===== config.mk =====
export PLATFORM = sky130hd
export DESIGN_NAME = mrr_ram
export DESIGN_NICKNAME = d
export VERILOG_FILES = /design/src/sv/mrr_ram.sv
export SDC_FILE = /design/constraint.sdc
export NUM_CORES = 2
export LEC_CHECK = 0
export BUFFER_PORTS_ARGS = -buffer_cell sky130_fd_sc_hd__buf_2
export CAP_MARGIN = 10
export CORE_MARGIN = 4
export CORE_UTILIZATION = 57
export DETAILED_ROUTE_END_ITERATION = 7
export GPL_TIMING_DRIVEN = 0
export PLACE_DENSITY_LB_ADDON = 0.2
export SYNTH_ARGS = -nofsm -noshare
export SYNTH_HDL_FRONTEND = slang
export SYNTH_SLANG_ARGS = --single-unit

===== constraint.sdc =====
create_clock -name clk_i -period 5 [get_ports clk_i]
set_input_delay 0 -clock clk_i [delete_from_list [all_inputs] [get_ports clk_i]]
set_output_delay 0 -clock clk_i [all_outputs]
set_load 0.05 [all_outputs]

===== src/sv/mrr_ram.sv =====
// Simple dual-port RAM: one write port, one registered read port.
// Read and write of the same entry in one cycle return the old data.
`timescale 1ns / 1ps

module mrr_ram #(
  parameter  int unsigned DEPTH = 64,
  parameter  int unsigned WIDTH = 64,
  localparam int unsigned AW    = $clog2(DEPTH)
) (
  input  logic             clk_i,
  input  logic             we_i,
  input  logic [AW-1:0]    waddr_i,
  input  logic [WIDTH-1:0] wdata_i,
  input  logic             re_i,
  input  logic [AW-1:0]    raddr_i,
  output logic [WIDTH-1:0] rdata_o
);

  logic [WIDTH-1:0] mem [DEPTH];
  logic [WIDTH-1:0] rdata_q;

  always_ff @(posedge clk_i) begin
    if (we_i) begin
      mem[waddr_i] <= wdata_i;
    end
    if (re_i) begin
      rdata_q <= mem[raddr_i];
    end
  end

  assign rdata_o = rdata_q;

endmodule


==> qor.txt <==
P&R area growth vs syn: 15.4%
Worst-Margin Slew: 1.42 ns
# clock sinks: 4,160
worst stage delay on the critical path: 0.96 ns
H-tree depth: 5
minimum hold slack: 0.0430 ns
M1 GR Usage: 42.3%
1st-pass router iterations: 8
Endpoint, Worst Hold: mem[24][49]
final WL: 418 mm
post-synthesis cell area: 0.157 mm2
most used cell along the critical path: buf_2
Area contributors post-synth: edfxtp_1 80%, mux4_2 15%, mux2i_1 0.86%, a22oi_1 0.80%, buf_2 0.54%
Leak: 56.9 nW
Root Buffer: clkbuf_16
Synth Area in Compound Gates: 2.47%
final-stage net count: 7,524
HPWL after DPL: 276 mm
Final Hold Violating Endpoints: 0
simple-gate share of the synthesized area: 1.23%
Starting Density: 57.3%
XOR/XNOR Fraction of Synth Area: 0%
status: completed
fmax: 283 MHz
post-synthesis sequential area ratio: 79.6%
M3 GR Usage: 6.57%
global placement routability congestion: 0.833
DR WL/cell: 36.8 um
setup bufs post-CTS: 0
worst path required time: 5.54 ns
DIE AREA: 0.284 mm2
first-pass GRT wire length: 587 mm
Critical Path, Cell by Cell: buf_2 -> buf_4 -> buf_2 -> buf_2 -> buf_4 -> mux2i_1 -> o22ai_1 -> a31oi_1 -> a211oi_1
Critical Path Fanout Max: 10
Critical Path End Type: register
Final period util: 70.8%
distinct cell type count after synthesis: 32
startpoint types: input pin
area leader, netlist: edfxtp_1
grt met2 use: 44.9%
crit path DAT: 4.08 ns
flop2flop setup slack: 1.96 ns
Pins Over Slew Limit: 0
CP Class: in -> reg
initial antenna violation count: 40
synth warn: 0
Syn Inst Count: 6,598
setup TNS: 0 ns
min-delay src: wdata_i[49]
Ports: 143
RSZ-0062 raised after global routing: no
post-synthesis register bit count: 4,160
Worst Reg2Reg Path Length in Cells: 5
grt ovf: 0
IO buf count: 134
reg2reg start: mem[55][36]
TritonCTS clock tree: yes
Worst Hold Class: in -> reg
Die H: 533 um
Routed Antenna Nets: 0
layer with the highest usage: met2
core footprint: 0.274 mm2
share of post-route cells with drive strength above 1: 29.1%
via/cell ratio: 6.79
worst vdd ir: 0.289 mV
total track usage: 29.4%
Pwr Density: 401 mW/mm2
post-synthesis mux area share: 15.6%
# rows: 192
most frequent cells in the layout: 4,160 x edfxtp_1, 1,024 x mux4_2, 414 x clkbuf_16
via count: 77,200
Reg-to-Reg End: rdata_o[36]
commonest non-fill, non-tap cell in the layout: edfxtp_1
Starting DRT DRC Count: 12,000
Slew headroom: 5.01%
syn_area_per_cell: 23.8 um2
largest family of logic cells by synthesized area: multiplexers
CTS max path bufs: 4
DRC: 0
syn_nets: 6,677
hold path depth: 2
fill count: 17,000
vias in the first global route: 77,100
Setup violations, final: 0
number of max-cap violations: 0
CP max-delay cell: a211oi_1
clock skew: 0.0519 ns
post-synthesis adder-cell area fraction: 0%
clock latency on the worst-skew pair: 0.92 ns
largest net degree at the start of global routing: 65
post-synth top area share: 79.6%
CTS buffer count: 407
fin crit period: 3.54 ns
clk slew on worst S/H paths: 0.06 ns
Die Wd: 533 um
[per-stage QoR]
| step | total power [W] | cells | util, % | setup WS [ns] | instance area (um2) |
|---|---|---|---|---|---|
| after floorplan | 0.0415 | 6598 | - | 0.970 | 157000 |
| after global placement | 0.0432 | 10300 | 59.2 | -2.97 | 162000 |
| after detailed placement | 0.0434 | 10500 | 60.9 | 0.640 | 167000 |
| after CTS | 0.0728 | 11300 | 65.8 | 1.61 | 180000 |
| after global routing | 0.0747 | 11400 | 66.1 | 1.68 | 181000 |
| final | 0.0727 | 11400 | 66.1 | 1.46 | 181000 |
[sequential cells by signal, indices dropped and copies added, names as in the netlist]
signal	cells
rdata_o	64
mem	4096
[kinds of logic after synthesis]
| family | count (synthesis) |
|---|---|
| AO/OA/AOI/OAI | 504 |
| buffers and inverters | 389 |
| multiplexers | 1159 |
| AND/OR/NAND/NOR | 386 |
| flip-flops | 4160 |
[worst max path at each step]
stage / cells after the start / to / start
6_report: 9 / rdata_o[1] / raddr_i[2]
3_3_place_gp: 3 / mem[23][27] / waddr_i[1]
5_1_grt: 9 / rdata_o[7] / raddr_i[2]
2_1_floorplan: 4 / mem[39][0] / waddr_i[5]
3_5_place_dp: 9 / rdata_o[1] / raddr_i[2]
4_1_cts: 9 / rdata_o[1] / raddr_i[2]
[area by class of cell]
class                           count  area, um2  area share [%]
Timing Repair Buffer              438       6210            3.43
Inverter                           19       71.3          0.0394
Antenna cell                        9       22.5          0.0124
Buffer                            370       1780           0.985
Clock buffer                      493      10700            5.88
Sequential cell                  4160     125000            69.0
Clock inverter                    246       2240            1.24
Multi-Input combinational cell   2049      30700            17.0
Tap cell                         3589       4490            2.48
[synthesized netlist by cell type (all sizes together)]
cell        n
nor2      112
or3        29
buf       230
inv        19
nand4b      1
nand3      45
a22o       88
a211oi     63
mux4     1024
mux2i     135
a2bb2oi    19
nand4       2
a22oi     168
nor3        2
and2        3
and3       64
o22ai      83
nand3b      2
nor2b      28
or3b        1
a41oi      26
or2        28
clkbuf    140
o221ai     38
nand2b     11
a31o        1
a31oi      18
nand2      58
edfxtp   4160
[report_power, final]
part / total (W) / internal (W) / switching, W
combinational: 0.00401 / 0.00133 / 0.00268
clock: 0.0299 / 0.0171 / 0.0128
sequential: 0.0388 / 0.0387 / 0.0000655
total: 0.0727 / 0.0571 / 0.0156
[worst max-delay path: cells and delay by family]
kind / cells / cell delay, ns
buffers and inverters: 5 / 2.11
AO/OA/AOI/OAI: 3 / 1.77
multiplexers: 1 / 0.11
[per-layer routing]
| metal | part of all wire [%] | up-vias |
|---|---|---|
| li1 | - | 30300 |
| met1 | 37 | 41100 |
| met2 | 47 | 4982 |
| met3 | 12 | 809 |
| met4 | 4.5 | 28 |
| met5 | 0.048 | - |
[timing repair]
action | CTS | global route
resized for setup | 0 | 0
hold endpoints to repair | 4025 | 0
hold buffers | 69 | 0
(Power assumes the default switching activity.)
